<file path="config.mk">
export PLATFORM = sky130hd
export DESIGN_NAME = ets_front
export DESIGN_NICKNAME = d
export VERILOG_FILES = /design/src/design/ets_pkg.sv /design/src/design/ets_front.sv
export SDC_FILE = /design/constraint.sdc
export NUM_CORES = 1
export LEC_CHECK = 0
export ABC_AREA = 0
export BUFFER_PORTS_ARGS = -buffer_cell sky130_fd_sc_hd__buf_2
export CAP_MARGIN = 10
export CORE_ASPECT_RATIO = 0.9
export CORE_MARGIN = 1.5
export CORE_UTILIZATION = 41
export CTS_CLUSTER_DIAMETER = 150
export DETAILED_ROUTE_END_ITERATION = 12
export GPL_TIMING_DRIVEN = 1
export PLACE_DENSITY_LB_ADDON = 0.1
export SYNTH_ARGS = -nofsm -noshare
export SYNTH_HDL_FRONTEND = slang
export SYNTH_SLANG_ARGS = --single-unit
</file>
<file path="constraint.sdc">
create_clock -name clk -period 1.7 [get_ports clk]
set_input_delay 0 -clock clk [delete_from_list [all_inputs] [get_ports clk]]
set_output_delay 0 -clock clk [all_outputs]
set_load 0.05 [all_outputs]
</file>
<file path="src/design/ets_pkg.sv">
// Shared types, constants and the CORDIC angle table for the ellipse setpoint block.
package ets_pkg;

  localparam int CORDIC_STAGES = 24;
  // at most 32 iterations are meaningful for a 32-bit binary angle
  localparam int NSTG = (CORDIC_STAGES > 32) ? 32 : CORDIC_STAGES;
  localparam int CW = 34;
  localparam int QDEPTH = 4;
  localparam int QAW = $clog2(QDEPTH);

  // 1/K in Q4.30
  localparam logic signed [CW-1:0] CORDIC_X0 = 34'sd652032874;

  typedef enum logic [1:0] {
    REG_CENTER_X = 2'd0,
    REG_CENTER_Y = 2'd1,
    REG_AXIS_X   = 2'd2,
    REG_AXIS_Y   = 2'd3
  } cfg_reg_t;

  typedef struct packed {
    logic        [31:0] angle;
    logic signed [31:0] angle_rate;
    logic signed [31:0] angle_accel;
  } in_word_t;

  typedef struct packed {
    logic signed [31:0] pos_x;
    logic signed [31:0] pos_y;
    logic signed [31:0] vel_x;
    logic signed [31:0] vel_y;
    logic signed [31:0] acc_x;
    logic signed [31:0] acc_y;
    logic               saturated;
  } out_word_t;

  // angle folded to [-90, 90) degrees plus the half-turn flag
  typedef struct packed {
    logic               flip;
    logic signed [CW-1:0] z;
    logic signed [31:0] rate;
    logic signed [31:0] accel;
  } cls_word_t;

  typedef struct packed {
    logic signed [31:0] center_x;
    logic signed [31:0] center_y;
    logic signed [31:0] axis_x;
    logic signed [31:0] axis_y;
  } cfg_regs_t;

  // round(atan(2^-i) * 2^32 / (2*pi))
  function automatic logic signed [CW-1:0] atan_val(input logic [4:0] idx);
    logic [29:0] v;
    unique case (idx)
      5'd0:  v = 30'd536870912;
      5'd1:  v = 30'd316933406;
      5'd2:  v = 30'd167458907;
      5'd3:  v = 30'd85004756;
      5'd4:  v = 30'd42667331;
      5'd5:  v = 30'd21354465;
      5'd6:  v = 30'd10679838;
      5'd7:  v = 30'd5340245;
      5'd8:  v = 30'd2670163;
      5'd9:  v = 30'd1335087;
      5'd10: v = 30'd667544;
      5'd11: v = 30'd333772;
      5'd12: v = 30'd166886;
      5'd13: v = 30'd83443;
      5'd14: v = 30'd41722;
      5'd15: v = 30'd20861;
      5'd16: v = 30'd10430;
      5'd17: v = 30'd5215;
      5'd18: v = 30'd2608;
      5'd19: v = 30'd1304;
      5'd20: v = 30'd652;
      5'd21: v = 30'd326;
      5'd22: v = 30'd163;
      5'd23: v = 30'd81;
      5'd24: v = 30'd41;
      5'd25: v = 30'd20;
      5'd26: v = 30'd10;
      5'd27: v = 30'd5;
      5'd28: v = 30'd3;
      5'd29: v = 30'd1;
      5'd30: v = 30'd1;
      5'd31: v = 30'd0;
      default: v = 30'd0;
    endcase
    return $signed({{(CW-30){1'b0}}, v});
  endfunction

endpackage

</file>
<file path="src/design/ets_front.sv">
// Input stage: takes a word and folds the angle into the CORDIC range.
module ets_front (
  input  logic                 clk,
  input  logic                 rst_n,
  input  logic                 in_valid,
  output logic                 in_ready,
  input  ets_pkg::in_word_t    in_data,
  output logic                 cls_valid,
  input  logic                 cls_ready,
  output ets_pkg::cls_word_t   cls_data
);

  logic               valid_r, valid_nxt;
  ets_pkg::cls_word_t word_r, word_nxt;
  logic               flip;
  logic [31:0]        folded;
  logic               take;

  // second and third quadrant: subtract half a turn, negate cos and sin later
  always_comb begin
    flip   = in_data.angle[31] ^ in_data.angle[30];
    folded = {in_data.angle[31] ^ flip, in_data.angle[30:0]};
    word_nxt.flip  = flip;
    word_nxt.z     = $signed({{(ets_pkg::CW-32){folded[31]}}, folded});
    word_nxt.rate  = in_data.angle_rate;
    word_nxt.accel = in_data.angle_accel;
  end

  assign in_ready  = !valid_r || cls_ready;
  assign take      = in_valid && in_ready;
  assign valid_nxt = take || (valid_r && !cls_ready);
  assign cls_valid = valid_r;
  assign cls_data  = word_r;

  always_ff @(posedge clk) begin
    if (!rst_n) begin
      valid_r <= 1'b0;
    end else begin
      valid_r <= valid_nxt;
    end
  end

  always_ff @(posedge clk) begin
    if (take) begin
      word_r <= word_nxt;
    end
  end

endmodule

</file>
==> reports/metrics.cfg <==
[outcome]
status = complete, no violations

[global_route]
grt.overflow.total = 0
grt_max_degree = 50
grt_pass1_vias = 2497
antenna_found_initial = 0
grt_use_total = 0.2106
grt_pass1_wl_um = 11940

[layout]
layout_common_cells = buf_2, dlygate4sd3_1, edfxtp_1
fin_nets = 515
n_antenna_cell = 0
num-fill-cells = 467
final_common_cell = buf_2
fin_cells = 512
syn_to_final_growth_pct = 76.00
drive_above_1_share = 0.5251

[clocking]
cts_buffers = 9
clock_latency_ps = 340
post_cts_buffers = 0
clockRootBuffer = clkbuf_8
clock_path_buffers = 2
cts_tree = built
htreeDepth = 3
clkTransAtPathRegs_ps = 90
cts_num_sinks = 98

[worst_setup_path]
crit_path_max_incr_delay_ps = 360
path_max_fanout = 22
path_cells = nand2b_4 > and2_4 > buf_4
cp-start-kind = register
slowest_stage = dfxtp_4
startpoint = cls_valid
r2r_start = cls_valid
path_class = register to register
cp_data_arrival_time_ps = 1280
crit_required_ps = 1720
endpoint_kind = register

[pwr]
cellLeakagePower_nw = 2.264
p_seq_frac = 0.559
clkPwrFrac = 0.244
p_int_mw = 3.673
p_switching_mw = 1.443
power_density_nw_per_um2 = 969.6
swShare = 0.2820
share_comb_of_total_power = 0.197
ir_worst_vdd_mv = 0.5137

[yosys]
syn_inst = 106
ys_warn_count = 0
syn_nets = 206
yosys.area.top_type = edfxtp_1
synth_top_area_share = 0.9716
syn_avg_cell_area_um2 = 28.28
ys_ff_latch = 98
ys_seq_area_frac = 0.9783
netlist_area_um2 = 2998
synth_area_leaders = edfxtp_1, dfxtp_1, buf_4
synth_cell_type_count = 9

[routing]
final_antenna_net_count = 0
wl_per_cell_um = 15.78
wl_um = 8079
via_per_inst = 4.346
dr.pass1.iters = 4
vias = 2225
first_iter_violations = 65
remaining_drc_errors = 0

[sta]
drv_slew = 0
period_share = 0.7425
worst_slew_pin_slew_ps = 283.5
fin_ws_ps = 437.8
fmax_mhz = 792.2
hold_violations = 0
slew-limit-headroom = 0.8110
whs_ps = 88.81
rsz0062_at_grt = no
min_period_ps = 1262
skew_ps = 7.915
finalSetupViolations = 0

[floorplanning]
dieArea_um2 = 7835
initial_core_util = 0.4237
die_w_um = 93.14
die_h_um = 84.12
io_pins = 201
fp-row-count = 29
core-area_um2 = 7076

[min_path]
hold_path_class = input port to register
hold_start = in_valid

[placed_design]
place_inst = 399
port-buffer-count = 200
pre_cts_slack_ps = 448.3
gp_congestion = 0.7656

[flow_run]
max-cap-violations = 0

## cells in the mapped netlist
master	number
clkbuf_1	1
buf_4	2
a21boi_2	1
xor2_1	1
edfxtp_1	97
dfxtp_1	1
and2_4	1
nand2b_4	1
inv_1	1
## cell families after synthesis
group	after synthesis	synth area share
flops	98	0.9783
buf+inv	4	0.007509
simple gates	2	0.007512
compound gates	1	0.003756
xor+xnor	1	0.002922
## worst paths after layout
path,endpoint,slack [ps],cells after the start
worst max register to register,cls_data[47],440,3
worst min-delay path,cls_data[49],90,2
worst max-delay path,cls_data[47],440,3
worst min register to register,cls_data[49],760,2
## final cells by class
class	instances	area, µm²	area share
Clock buffer	10	127.6	0.02419
Clock inverter	5	32.53	0.006166
Inverter	1	3.754	0.0007114
Multi-Input combinational cell	4	42.54	0.008063
Sequential cell	98	2937	0.5566
Tap cell	93	116.4	0.02205
Timing Repair Buffer	301	2017	0.3823
## power by group through the flow
stage	clock [mW]	sequential, mW	combinational [mW]
6_report	1.25	2.86	1.01
4_1_cts	1.29	2.85	1.00
5_1_grt	1.38	2.87	1.05
3_3_place_gp	0	2.90	0.820
2_1_floorplan	0	3.40	0.0677
3_5_place_dp	0	2.91	0.825
## routing by layer
layer | GRT usage | part of all wire | up-vias
met3 | 0.07468 | 0.093 | 25
li1 | - | - | 1033
met1 | 0.1976 | 0.33 | 1034
met4 | 0.1102 | 0.031 | 0
met5 | 0 | 0 | -
met2 | 0.3935 | 0.54 | 133
## what timing repair did
item	CTS	global route
hold buffers	98	0
resized for setup	0	0
hold endpoints to repair	98	0
## per-stage QoR
step	TNS, ps	utilization	power, mW	area (µm²)
2_1_floorplan	-6891	-	3.471	3002
3_3_place_gp	0	0.5844	3.725	4135
3_5_place_dp	0	0.5844	3.735	4135
4_1_cts	0	0.7457	5.141	5276
5_1_grt	0	0.7457	5.305	5276
6_report	0	0.7457	5.116	5276
## critical path: cells and delay by family (launching register included)
kind | cells | cell delay (ps)
flops | 1 | 360
simple gates | 2 | 270
buf+inv | 1 | 310
## sequential cells by signal, indices dropped and copies added, names as in the netlist
name,flops
cls_data,97
cls_valid,1
No activity file was read; power rests on OpenSTA's default activity.
