## config.mk

```make
export PLATFORM = sky130hd
export DESIGN_NAME = ets_queue
export DESIGN_NICKNAME = d
export VERILOG_FILES = /design/src/design/ets_pkg.sv /design/src/design/ets_queue.sv
export SDC_FILE = /design/constraint.sdc
export NUM_CORES = 1
export LEC_CHECK = 0
export CORE_MARGIN = 3
export CORE_UTILIZATION = 55
export DETAILED_ROUTE_END_ITERATION = 8
export DONT_BUFFER_PORTS = 1
export PLACE_DENSITY = 0.73
export SYNTH_ARGS = -nofsm -noshare
export SYNTH_HDL_FRONTEND = slang
export SYNTH_SLANG_ARGS = --single-unit
```

## constraint.sdc

```tcl
create_clock -name clk -period 2.39 [get_ports clk]
set_input_delay 0.478 -clock clk [delete_from_list [all_inputs] [get_ports clk]]
set_output_delay 0.478 -clock clk [all_outputs]
set_load 0.01 [all_outputs]
```

## src/design/ets_pkg.sv

```systemverilog
// Shared types, constants and the CORDIC angle table for the ellipse setpoint block.
package ets_pkg;

  localparam int CORDIC_STAGES = 24;
  // at most 32 iterations are meaningful for a 32-bit binary angle
  localparam int NSTG = (CORDIC_STAGES > 32) ? 32 : CORDIC_STAGES;
  localparam int CW = 34;
  localparam int QDEPTH = 4;
  localparam int QAW = $clog2(QDEPTH);

  // 1/K in Q4.30
  localparam logic signed [CW-1:0] CORDIC_X0 = 34'sd652032874;

  typedef enum logic [1:0] {
    REG_CENTER_X = 2'd0,
    REG_CENTER_Y = 2'd1,
    REG_AXIS_X   = 2'd2,
    REG_AXIS_Y   = 2'd3
  } cfg_reg_t;

  typedef struct packed {
    logic        [31:0] angle;
    logic signed [31:0] angle_rate;
    logic signed [31:0] angle_accel;
  } in_word_t;

  typedef struct packed {
    logic signed [31:0] pos_x;
    logic signed [31:0] pos_y;
    logic signed [31:0] vel_x;
    logic signed [31:0] vel_y;
    logic signed [31:0] acc_x;
    logic signed [31:0] acc_y;
    logic               saturated;
  } out_word_t;

  // angle folded to [-90, 90) degrees plus the half-turn flag
  typedef struct packed {
    logic               flip;
    logic signed [CW-1:0] z;
    logic signed [31:0] rate;
    logic signed [31:0] accel;
  } cls_word_t;

  typedef struct packed {
    logic signed [31:0] center_x;
    logic signed [31:0] center_y;
    logic signed [31:0] axis_x;
    logic signed [31:0] axis_y;
  } cfg_regs_t;

  // round(atan(2^-i) * 2^32 / (2*pi))
  function automatic logic signed [CW-1:0] atan_val(input logic [4:0] idx);
    logic [29:0] v;
    unique case (idx)
      5'd0:  v = 30'd536870912;
      5'd1:  v = 30'd316933406;
      5'd2:  v = 30'd167458907;
      5'd3:  v = 30'd85004756;
      5'd4:  v = 30'd42667331;
      5'd5:  v = 30'd21354465;
      5'd6:  v = 30'd10679838;
      5'd7:  v = 30'd5340245;
      5'd8:  v = 30'd2670163;
      5'd9:  v = 30'd1335087;
      5'd10: v = 30'd667544;
      5'd11: v = 30'd333772;
      5'd12: v = 30'd166886;
      5'd13: v = 30'd83443;
      5'd14: v = 30'd41722;
      5'd15: v = 30'd20861;
      5'd16: v = 30'd10430;
      5'd17: v = 30'd5215;
      5'd18: v = 30'd2608;
      5'd19: v = 30'd1304;
      5'd20: v = 30'd652;
      5'd21: v = 30'd326;
      5'd22: v = 30'd163;
      5'd23: v = 30'd81;
      5'd24: v = 30'd41;
      5'd25: v = 30'd20;
      5'd26: v = 30'd10;
      5'd27: v = 30'd5;
      5'd28: v = 30'd3;
      5'd29: v = 30'd1;
      5'd30: v = 30'd1;
      5'd31: v = 30'd0;
      default: v = 30'd0;
    endcase
    return $signed({{(CW-30){1'b0}}, v});
  endfunction

endpackage

```

## src/design/ets_queue.sv

```systemverilog
// Small FIFO between the input stage and the compute pipeline.
module ets_queue (
  input  logic                      clk,
  input  logic                      rst_n,
  input  logic                      push_valid,
  output logic                      push_ready,
  input  ets_pkg::cls_word_t        push_data,
  output logic                      pop_valid,
  input  logic                      pop_ready,
  output ets_pkg::cls_word_t        pop_data,
  output logic [ets_pkg::QAW:0]     level
);

  localparam logic [ets_pkg::QAW:0] FULL = (ets_pkg::QAW+1)'(ets_pkg::QDEPTH);
  localparam logic [ets_pkg::QAW-1:0] LAST = ets_pkg::QAW'(ets_pkg::QDEPTH - 1);

  ets_pkg::cls_word_t        mem_r [ets_pkg::QDEPTH];
  logic [ets_pkg::QAW-1:0]   wr_ptr_r, wr_ptr_nxt;
  logic [ets_pkg::QAW-1:0]   rd_ptr_r, rd_ptr_nxt;
  logic [ets_pkg::QAW:0]     count_r, count_nxt;
  logic                      push, pop;

  assign push_ready = count_r != FULL;
  assign pop_valid  = count_r != '0;
  assign push       = push_valid && push_ready;
  assign pop        = pop_valid && pop_ready;
  assign pop_data   = mem_r[rd_ptr_r];
  assign level      = count_r;

  always_comb begin
    wr_ptr_nxt = wr_ptr_r;
    rd_ptr_nxt = rd_ptr_r;
    if (push) begin
      wr_ptr_nxt = (wr_ptr_r == LAST) ? '0 : wr_ptr_r + 1'b1;
    end
    if (pop) begin
      rd_ptr_nxt = (rd_ptr_r == LAST) ? '0 : rd_ptr_r + 1'b1;
    end
    count_nxt = count_r + (ets_pkg::QAW+1)'(push) - (ets_pkg::QAW+1)'(pop);
  end

  always_ff @(posedge clk) begin
    if (!rst_n) begin
      wr_ptr_r <= '0;
      rd_ptr_r <= '0;
      count_r  <= '0;
    end else begin
      wr_ptr_r <= wr_ptr_nxt;
      rd_ptr_r <= rd_ptr_nxt;
      count_r  <= count_nxt;
    end
  end

  always_ff @(posedge clk) begin
    if (push) begin
      mem_r[wr_ptr_r] <= push_data;
    end
  end

endmodule

```

==> results.yml, run 1 <==
status:
  outcome: "finished, final reports clean"
cells_and_area:
  area.growth.synth_to_final_pct: 13.80
  final_core_util: 0.6402
  layout-drive-gt1-share: 0.3201
  mostFrequentLayoutCell: "edfxtp_1"
  design_area_um2: 16780
  regArea_um2: 12090
  fin_nets: 731
  fillers: 1639
  antenna_cells: 0
  multi_input_area_um2: 2536
  final_cell_mix: "edfxtp_1, mux4_2, clkbuf_16"
global_routing:
  antenna_found_initial: 0
  grt_max_degree: 47
  grt_pass1_wl_um: 40120
  grt-ovfl-total: 0
  grt_pass1_vias: 6587
  grt_usage: 0.1853
timing:
  fin_setup_tns_ps: 0
  hold_violations: 0
  fin_crit_sh: 0.9684
  period_minus_slack_ps: 2314
  rsz0062_at_grt: "yes"
  max_slew.worst_pin.slew_ps: 450.9
  relSlewSlack: 0.6994
  report.final.slew_viol_count: 0
  timing.fmax_ghz: 0.4321
  worst_hold_slack_ps: 52.20
  finalSetupViolCount: 0
  finClkSkew_ps: 10.65
power:
  p_sw_frac: 0.2475
  ir_drop_mv: 0.7836
  power_density_nw_per_um2: 1093
  power.switching_mw: 4.538
  leakage_nw: 5.245
  clkPwrFrac: 0.339
  p_int_mw: 13.80
  power.share.sequential: 0.481
  p_total_mw: 18.33
  comb_power_share: 0.181
run:
  drv_cap: 0
placed_design:
  hpwl_um: 16480
  place_congestion: 0.7391
  dpl-instance-area_um2: 15390
  port-buffer-count: 0
critical_path:
  reg2reg_to: "level[2]"
  endpoint: "pop_data[92]"
  reg2reg_from: "level[2]"
  r2r_cells: 11
  r2r_slack_ps: 110
  required_ps: 1910
  end_kind: "output pin"
  critPathKind: "register to output pin"
  worstPathMaxFanout: 38
  worst_setup_path_start_kind: "register"
  crit_arrival_ps: 1840
logic_synthesis:
  syn_avg_cell_area_um2: 25.91
  syn_nets: 680
  yosysUniqueCellTypes: 25
  synthCells: 569
  ys_seq_area_frac: 0.8188
  yosys.area.top_type: "edfxtp_1"
  ys_warn_count: 0
  synth_area_um2: 14740
  yosys-top-cells-area: "edfxtp_1, mux4_2, dfxtp_1"
  postSynthRegisterBits: 405
  synth_top_area_share: 0.8066
cts:
  cts_root_buf: "clkbuf_16"
  postCtsHoldBufs: 0
  htreeDepth: 2
  cts_tree: "yes"
  cts_made_buffers: 41
  cts_buffer_depth: 3
  clk_latency_ps: 510
  clock-sinks: 405
  clkTransAtPathRegs_ps: 60
drt:
  routed-via-count: 5994
  drc: 0
  initialDrtViolationCount: 485
  postRouteAntennaNets: 0
  vias_per_cell: 6.067
  firstDrtPassIters: 4
  wl_per_cell_um: 26.89
  drt-total-wl_um: 26560
floorplanning:
  fp.dieArea_um2: 28810
  initial_core_util: 0.5626
  fp.coreArea_um2: 26210
  ios: 207
  dieHeight_um: 169.7
  die-width_um: 169.7
  placementRows: 59
hold_path:
  hp-class: "input port to register"
[through the flow]
step | setup WS (ps) | instances
after floorplan | 4.743 | 569
after global routing | -25.47 | 988
after CTS | 15.04 | 988
final | 75.50 | 988
after detailed placement | 25.34 | 911
after global placement | 98.70 | 911
[per-layer routing]
| layer | wire (µm) | global-route usage | up-vias | share of wire |
|---|---|---|---|---|
| met5 | 0 | 0 | - | 0 |
| met4 | 633 | 0.05441 | 0 | 0.024 |
| met3 | 3015 | 0.08269 | 44 | 0.11 |
| met2 | 13200 | 0.2982 | 229 | 0.50 |
| met1 | 9717 | 0.2311 | 3170 | 0.37 |
| li1 | - | - | 2551 | - |
[worst min path at each step]
stage	startpoint	end	slack [ps]	cells past startpoint
3_5_place_dp	wr_ptr_r[1]	wr_ptr_r[1]	500	2
4_1_cts	push_data[60]	mem_r[3][60]	30	0
6_report	push_data[60]	mem_r[3][60]	50	0
5_1_grt	push_data[60]	mem_r[3][60]	20	0
2_1_floorplan	wr_ptr_r[1]	wr_ptr_r[1]	470	2
3_3_place_gp	wr_ptr_r[1]	wr_ptr_r[1]	480	2
[what timing repair did]
item	4_1_cts	5_1_grt
buffers inserted	1	0
hold endpoints to repair	0	0
resized for setup	3	4
pin swaps	1	3
endpoints found under the setup margin	22	41
[registers in the layout, summed over array words and instances, names as in the netlist, named ones only]
signal,flops
mem_r,396
level,3
rd_ptr_r,2
wr_ptr_r,2
[area by class of cell]
cell class,count,share of cell area
clock inverter,27,0.01432
clock buffer,49,0.06548
timing repair buffer,32,0.02237
inverter,6,0.001342
sequential,405,0.7203
multi-input combinational,134,0.1512
tap,335,0.02498
[synthesized netlist by cell type]
cell and n:
ha_1 7, buf_2 11, inv_1 6, o21ai_1 1, fa_1 1, and2_4 1, nor2_1 2, or3_2 1
mux4_2 99, clkbuf_1 6, o21ai_0 2, and3_2 4, dfxtp_1 9, buf_4 3, nand2_1 5, nand3_1 2
nand4_1 1, nor2b_1 1, xnor2_1 2, or3b_1 1, buf_6 4, and2_1 2, mux2i_1 1, o31ai_1 1
edfxtp_1 396
[critical path: stages (launching register included)]
cell and delay (ps):
dfxtp_4 400, buf_16 280, mux4_2 610
[power by group through the flow]
stage	combinational (mW)	sequential [mW]	clock, mW
after floorplan	2.53	8.90	0
after global placement	3.28	8.91	0
after detailed placement	3.33	8.97	0
after CTS	3.39	8.82	6.34
after global routing	3.56	8.87	6.63
final	3.32	8.81	6.21
[cell families after synthesis]
logic type / count (synthesis) / synth area share
simple gates: 20 / 0.007894
compound gates: 4 / 0.001528
fa+ha+maj: 8 / 0.007298
buf+inv: 30 / 0.01137
mux: 100 / 0.1519
flops: 405 / 0.8188
xor+xnor: 2 / 0.001188
No activity file was read; power rests on OpenSTA's default activity.
==> run 2, diff against run 1 <==
PLACE_DENSITY = unset   (was 0.73)
PLACE_DENSITY_LB_ADDON = 0.2   (was unset)
==> run 2 against run 1 <==
Net effect:
- critical endpoint is now level[2]
- largest cell class unchanged
- cell count fell by 1.6%
- count of clock-buffer cells in the layout stayed put
- critical path depth up 9
- first-iteration DRC count up 18%
- final area down 0.66%
- die area unchanged
- maximum frequency fell by 0.99%
- sequential share of layout area increased by 0.48 points
- via count shrank 0.62%
- combinational power increased by 4%
- routed wire length fell by 1.9%
==> results.yml, run 2 (synthesis gave the netlist of run 1 again) <==
cts:
  clkTransAtPathRegs_ps: 60
  clock-sinks: 405
  cts_buffer_depth: 3
  postCtsHoldBufs: 0
  htreeDepth: 2
  clk_latency_ps: 510
  cts_root_buf: "clkbuf_16"
  cts_made_buffers: 40
  cts_tree: "yes"
floorplanning:
  placementRows: 59
  die-width_um: 169.7
  fp.dieArea_um2: 28810
  initial_core_util: 0.5626
  ios: 207
  fp.coreArea_um2: 26210
  dieHeight_um: 169.7
cells_and_area:
  regMostFlops: "mem_r"
  area.growth.synth_to_final_pct: 13.05
  layout-drive-gt1-share: 0.2983
  antenna_cells: 0
  mostFrequentLayoutCell: "edfxtp_1"
  fillers: 1656
  final_cell_mix: "edfxtp_1, mux4_2, clkbuf_16"
  fin_nets: 723
  design_area_um2: 16670
  largest_register_ffs: 396
timing:
  timing.fmax_ghz: 0.4278
  finalSetupViolCount: 0
  period_minus_slack_ps: 2338
  worst_slack_ps: 52.34
  report.final.slew_viol_count: 0
  rsz0062_at_grt: "yes"
  hold_violations: 0
  finClkSkew_ps: 12.10
  relSlewSlack: 0.5147
  max_slew.worst_pin.slew_ps: 728.0
  fin_crit_sh: 0.9781
status:
  outcome: "finished, final reports clean"
hold_path:
  hp-class: "input port to register"
drt:
  routed-via-count: 5957
  drc: 0
  wl_per_cell_um: 26.80
  drt-total-wl_um: 26050
  initialDrtViolationCount: 574
  firstDrtPassIters: 5
  vias_per_cell: 6.129
  postRouteAntennaNets: 0
run:
  drv_cap: 0
global_routing:
  grt_pass1_vias: 6402
  grt_max_degree: 79
  grt_usage: 0.1791
  grt-ovfl-total: 0
  grt_pass1_wl_um: 38810
  antenna_found_initial: 0
critical_path:
  crit_arrival_ps: 2740
  slowest_delay_ps: 390
  path_buf_inv: 3
  crit_top_cell: "inv_1"
  end_kind: "register"
  cp_top_family: "simple AND/OR/NAND/NOR gates"
  required_ps: 2790
  slowest_stage: "or3b_4"
  critPathKind: "register to register"
  path_cells: "or3b_4, and2_4, inv_1, ha_1, inv_1, ha_1, inv_1, fa_2, xnor2_2, xnor2_1, and2_1"
  worstPathMaxFanout: 3
  worst_setup_path_start_kind: "register"
placed_design:
  place_congestion: 0.7516
  hpwl_um: 15290
  preCtsSetupSlack_ps: -5.409
  dpl-instance-area_um2: 15310
  port-buffer-count: 0
power:
  leakage_nw: 5.157
  power_density_nw_per_um2: 1084
  ir_drop_mv: 0.7939
## run 2: path summary, 6_finish.rpt
check	startpoint	endpoint	slack [ps]	depth (start not counted)
max	level[2]	level[2]	50	11
min	push_data[4]	mem_r[1][4]	60	0
max reg2reg	level[2]	level[2]	50	11
min reg2reg	rd_ptr_r[1]	register	520	2
## run 2: power breakdown
part / total (mW) / internal [mW] / switching (mW)
Clock: 5.80 / 3.44 / 2.36
Combinational: 3.45 / 1.55 / 1.90
Sequential: 8.81 / 8.61 / 0.194
Total: 18.1 / 13.6 / 4.46
## run 2: metal layers
metal  track usage  vias up  wire [µm]
met5             0        -          0
met4       0.04267        0        444
met3       0.06965       42       2432
met2        0.2921      207      13310
met1        0.2319     3185       9864
li1              -     2523          -
## run 2: stage by stage
step	TNS, ps	util	cells	hold WS [ps]	total power [mW]
finish	0	0.6360	972	61.89	18.06
floorplan	0	-	569	467.7	11.43
global placement	0	0.5841	900	490.0	12.16
detailed placement	-5.409	0.5841	900	512.3	12.26
global route	-609.0	0.6360	972	30.84	18.81
CTS	-2150	0.6322	968	38.08	18.15
## run 2: timing repair
item | in CTS | in global routing
endpoints found under the setup margin | 64 | 75
buffers inserted | 0 | 3
gates resized for setup | 2 | 7
cloned | 1 | 1
pin swaps | 0 | 1
## run 2: cell type report
type | instances | area (µm²) | area share
Sequential cell | 405 | 12090 | 0.7251
Multi-Input combinational cell | 134 | 2545 | 0.1527
Clock buffer | 49 | 1056 | 0.06336
Tap cell | 335 | 419.2 | 0.02515
Timing Repair Buffer | 25 | 381.6 | 0.02290
Clock inverter | 18 | 157.7 | 0.009459
Inverter | 6 | 22.52 | 0.001351
